===== src/sv/sma_pkg.sv =====
`default_nettype none

package sma_pkg;

  localparam int WINDOW_MAX    = 64;
  localparam int SAMPLE_BITS   = 16;
  localparam int POSITION_BITS = 20;
  localparam int LEN_BITS      = 7;
  localparam int SLOT_BITS     = $clog2(WINDOW_MAX);
  localparam int TOTAL_BITS    = 22;
  localparam int CENTRE_BITS   = POSITION_BITS + 1;
  localparam int STEP_BITS     = $clog2(TOTAL_BITS + 1);

  typedef logic signed [SAMPLE_BITS-1:0] sample_t;
  typedef logic signed [TOTAL_BITS-1:0]  total_t;
  typedef logic [LEN_BITS-1:0]           len_t;
  typedef logic [SLOT_BITS-1:0]          slot_t;

  // ring memory access for one cycle
  typedef struct packed {
    logic    rd_en;
    slot_t   rd_addr;
    logic    wr_en;
    slot_t   wr_addr;
    sample_t wr_data;
  } ring_req_t;

  // divider launch
  typedef struct packed {
    logic   start;
    total_t dividend;
    len_t   divisor;
  } div_req_t;

  // divider result, held until the next launch
  typedef struct packed {
    logic    done;
    sample_t quotient;
  } div_rsp_t;

endpackage

`default_nettype wire


===== src/sv/sma_div.sv =====
`default_nettype none

module sma_div
  import sma_pkg::*;
(
  input  wire      clk,
  input  wire      rst,
  input  div_req_t req,
  output div_rsp_t rsp
);

  logic                  busy;
  logic                  done;
  logic [STEP_BITS-1:0]  count;
  logic [LEN_BITS-1:0]   rem;
  logic [TOTAL_BITS-1:0] quot;
  logic                  neg;
  len_t                  divisor;

  logic [LEN_BITS:0]     rem_shift;
  logic                  fits;
  logic [LEN_BITS-1:0]   rem_next;
  logic [TOTAL_BITS-1:0] magnitude;
  logic [TOTAL_BITS-1:0] signed_quot;

  // restoring division, one quotient bit per cycle
  always_comb begin
    rem_shift = {rem, quot[TOTAL_BITS-1]};
    fits      = rem_shift >= {1'b0, divisor};
    if (fits) begin
      rem_next = LEN_BITS'(rem_shift - {1'b0, divisor});
    end else begin
      rem_next = rem_shift[LEN_BITS-1:0];
    end
    magnitude   = req.dividend[TOTAL_BITS-1] ? TOTAL_BITS'(-req.dividend)
                                             : TOTAL_BITS'(req.dividend);
    signed_quot = neg ? TOTAL_BITS'(-quot) : quot;
  end

  always_ff @(posedge clk) begin
    if (rst) begin
      busy <= 1'b0;
      done <= 1'b0;
    end else if (req.start) begin
      busy <= 1'b1;
      done <= 1'b0;
    end else if (busy && count == STEP_BITS'(1)) begin
      busy <= 1'b0;
      done <= 1'b1;
    end
  end

  always_ff @(posedge clk) begin
    if (req.start) begin
      count   <= STEP_BITS'(TOTAL_BITS);
      rem     <= '0;
      quot    <= magnitude;
      neg     <= req.dividend[TOTAL_BITS-1];
      divisor <= req.divisor;
    end else if (busy) begin
      count <= count - STEP_BITS'(1);
      rem   <= rem_next;
      quot  <= {quot[TOTAL_BITS-2:0], fits};
    end
  end

  assign rsp.done     = done;
  assign rsp.quotient = signed_quot[SAMPLE_BITS-1:0];

endmodule

`default_nettype wire


===== config.mk =====
export PLATFORM = sky130hd
export DESIGN_NAME = sma_div
export DESIGN_NICKNAME = d
export VERILOG_FILES = /design/src/sv/sma_pkg.sv /design/src/sv/sma_div.sv
export SDC_FILE = /design/constraint.sdc
export NUM_CORES = 1
export LEC_CHECK = 0
export ABC_AREA = 1
export CAP_MARGIN = 5
export CORE_MARGIN = 5
export CORE_UTILIZATION = 55
export DETAILED_ROUTE_END_ITERATION = 12
export DONT_BUFFER_PORTS = 1
export PLACE_DENSITY = 0.8
export SLEW_MARGIN = 15
export SYNTH_ARGS = -nofsm -noshare
export SYNTH_HDL_FRONTEND = slang
export SYNTH_SLANG_ARGS = --single-unit

===== constraint.sdc =====
create_clock -name clk -period 5.6 [get_ports clk]
set_clock_uncertainty 0.2 [all_clocks]
set_input_delay 1.68 -clock clk [delete_from_list [all_inputs] [get_ports clk]]
set_output_delay 1.68 -clock clk [all_outputs]
set_load 0.01 [all_outputs]

==> results summary <==
The maximum clock rate came out at approximately 0.26 GHz. The number of hold violations in the final report came to 0. The met2 usage is 31.9%.

The first global-routing pass estimated 11900 µm of wire. The maximum fanout along the worst path came out at 3. The number of input and output port buffers inserted is 0. The final total negative setup slack came out at 0 ps.

The detail route stage leaves a number of antenna-violating nets equal to 0. The initial antenna violation count is 0. The core outline area came out at 0.00551 mm². The met1 layer usage reported by global route is between 20% and 30%. Across all hold checks on the routed design, the worst slack comes to 285 ps. Across all layers, the routed design uses 2775 vias. The part of the power in the clock network is between 20% and 30%. The peak per-stage delay on the critical path came out at between 400 and 500 ps. Relative to the synthesized area, the layout overhead comes to 4.01%. The overall die area is ~0.0073 mm². The count of hold buffers inserted by post-cts repair came out at 0. The analysis attributes to net switching a power of about 250 µW.

The HPWL reported at the end of detailed placement is ~5300 µm. The cell that appears most often on the critical path is nand2_1. Using the TritonRoute via totals, the vias-per-cell ratio works out to roughly 5.4. The post-CTS repair timing setup buffer count is 0.

The number of slew-limit violations in the final report is 0. The fraction of power spent switching nets came out at about a third. The path class of the tightest hold or removal check is reg -> reg. The number of global-route vias before repair is approximately 2600. The final period utilization came out at 68.0%. The clock slew at the register clock pins of the worst setup and hold paths is around 80 ps. The count of filler cells inserted in the layout came out at 521. The horizontal die dimension came out at ~85 µm. The number of stages on the worst hold path came out at 2. The worst voltage drop across the vdd grid is ~120 µV. The share of final-layout standard cells stronger than drive strength 1 came out at under 10%.

Sequential cells were found to cover between 30% and 40% of the synthesized design area. The most common library cell in the layout ignoring fill and taps is nand2_1. The number of rows in the core area came out at 27.

The data required time of the critical path came out at between 3000 and 4000 ps. The run finished with clean final reports. The number of clock sinks seen by CTS is between 40 and 50. Walking the worst path, the cells encountered are inv_1, ha_1, inv_1, nor3_1, nand2_1, nand2_1, nand2_1, nand2_1, o21ai_0. The number of nets handed over by synthesis was about 490. The max-capacitance violation count came out at 0.

The worst slew margin relative to its limit came out at between 40% and 50%. In this run the static leakage power is ~0.0015 µW. The die height is approximately 85 µm.

The logic depth of the worst setup path including buffers is 9. The largest net degree at the start of global routing came out at 39. The number of warnings printed during yosys synthesis came out at 0.

The critical path startpoint category is a flip-flop. The met3 layer usage reported by global route came out at 6.60%. The combinational share of power came out at 22.5%. The synthesized area per cell came out at between 7 and 8 µm².

Leaving out fill and tap cells, the most frequent cells in the layout are nand2_1, inv_1, nand3_1. The number of DRC violations after detailed-routing iteration 0 came out at 206. The area of the mapped netlist is about 0.0031 mm². Once the clock tree was built, the resizer swapped 0 gates to a different size. The clock latency of the later-clocked register in the worst-skew pair is around 300 ps. The number of endpoints failing setup at the final stage is 0. slightly below 50 I/O pins were placed. The post-synthesis sequential element count came out at 44. The total global routing track utilization is about a fifth. The first TritonRoute pass finished after 4 iterations. The number of inserted diodes is 0.

The critical path is of the reg -> out type. For this design the ratio of total power to cell area is around 240 mW/mm². For the pin with the worst max-slew slack, the measured transition is just under 900 ps. The endpoint class of the critical path is a primary output. After detailed routing, the total wire length is about 6900 µm.

The number of H-tree levels came out at 2. The sequential share of power came out at a little over half. The overflow left after global routing came out at 0. The number of clock buffers added by TritonCTS is 5. The routability congestion estimate is 0.893. The TritonCTS clock tree is done. After the last flow step, the layout net total stands at roughly 480.

The maximum clock path buffer count came out at 2. Setup repair after global routing left no endpoint under its margin. The slowest stage of the critical path is the edfxtp_1 cell. The kind of cell with the highest combined delay on the critical path is simple AND/OR/NAND/NOR gates. The number of cells on the worst reg-to-reg path is 10.

The count of unique library cells instantiated by Yosys is 33. The count of buffering cells on the critical path with inverters included is 2. At the worst endpoint, the arrival time is between 1500 and 2000 ps. The overall power of the completed layout came out at between 700 and 800 µW. After detailed routing, the number of remaining DRC violations is 0.

The cell area after layout came out at 0.00325 mm². In this run the most used layer during global routing was met2. Summing all placed instances gives a cell area of between 0.003 and 0.004 mm². The time the final worst path needs with I/O delays and setup came out at about 3800 ps. In the final routed layout, each cell accounts on average for roughly 13 µm. The internal power of the cells totals between 500 and 600 µW. Once the floorplan was initialized, standard cells occupied 56.7% of the core.

The cell sitting at the root of the clock tree is a clkbuf_8. The number of cells produced by synthesis came out at about 440.
-- state kept, by name, summed over array words and instances (netlist names) --
name and cells:
busy 1, count 5, done 1, neg 1, divisor 7, rem 7
quot 22
-- metrics by stage --
| stage | setup WS (ps) | util (%) | instances |
|---|---|---|---|
| floorplan | 2460 | - | 441 |
| global placement | 2210 | 57.4 | 503 |
| detailed placement | 2160 | 57.4 | 503 |
| CTS | 1820 | 59.0 | 511 |
| global route | 1660 | 59.0 | 511 |
| finish | 1790 | 59.0 | 511 |
-- cells in the mapped netlist --
master | count | area share, %
dfxtp_1 | 14 | 9.0
nand2_2 | 2 | 0.40
inv_1 | 65 | 7.8
inv_2 | 1 | 0.12
nor2_1 | 46 | 5.5
nor3_1 | 4 | 0.64
nand3_1 | 47 | 7.5
nand3_4 | 1 | 0.56
or2_1 | 1 | 0.20
nand3b_1 | 4 | 0.96
o21ai_1 | 3 | 0.48
a21oi_4 | 1 | 0.52
nor2_4 | 1 | 0.36
nand2b_1 | 1 | 0.20
a22oi_1 | 1 | 0.24
edfxtp_1 | 30 | 29
xnor2_1 | 7 | 2.0
nand4_1 | 8 | 1.6
a21oi_1 | 9 | 1.4
or2_2 | 1 | 0.20
buf_2 | 3 | 0.48
ha_1 | 11 | 4.4
nor3_2 | 1 | 0.32
xor2_1 | 15 | 4.2
nand2_1 | 124 | 15
fa_1 | 1 | 0.64
buf_4 | 2 | 0.48
a31oi_1 | 1 | 0.20
nor4_1 | 1 | 0.20
o21ai_2 | 1 | 0.28
clkbuf_1 | 4 | 0.48
o21ai_0 | 29 | 4.6
buf_1 | 1 | 0.12
-- worst register-to-register path, cell delays in order (launching register included) --
cell and delay [ps]:
edfxtp_1 370, inv_1 100, ha_1 190, fa_1 240
inv_1 70, nand2_1 60, nand2_1 90, o21ai_1 380
nand3_1 130, nand3_1 90, nand2_1 50
-- per-layer routing --
metal | part of all wire, % | wire length [µm]
met5 | 0 | 0
met4 | 1.6 | 112
met3 | 9.4 | 647
met2 | 46 | 3150
met1 | 43 | 2980
-- path summary, 6_finish.rpt --
| kind | start | endpoint | slack (ps) |
|---|---|---|---|
| worst max-delay path | quot[0]$_DFFE_PP_ | rsp[12] | 1790 |
| worst min-delay path | rem[0]$_SDFFE_PP0P_ | rem[0]$_SDFFE_PP0P_ | 290 |
| worst max register to register | quot[21]$_DFFE_PP_ | rem[0]$_SDFFE_PP0P_ | 3540 |
| worst min register to register | rem[0]$_SDFFE_PP0P_ | rem[0]$_SDFFE_PP0P_ | 290 |
-- power groups by stage --
stage | Combinational (µW) | Clock (µW) | Sequential, µW
after CTS | 175 | 202 | 403
after detailed placement | 174 | 0 | 411
after global routing | 200 | 218 | 408
after floorplan | 151 | 0 | 402
final | 174 | 196 | 404
after global placement | 169 | 0 | 410
-- layout make-up --
type                       instances  area, µm²  area share, %
sequential                        44       1180           36.4
inverter                          66        248           7.63
clock inverter                     2       11.3          0.347
clock buffer                       6       72.6           2.24
tap                               72       90.1           2.77
multi-input combinational        321       1640           50.6
-- logic make-up (layout without fill, tap and decap cells) --
kind of cell	count (synthesis)	after routing	synth area share (%)
adders and majority gates	12	12	5.05
DFF	44	44	37.8
and+or+nand+nor	242	242	33.6
buffers and inverters	76	74	9.50
xor gates and xnor gates	22	22	6.17
AOI/OAI and AO/OA	45	45	7.82
No activity file was read; power rests on OpenSTA's default activity.
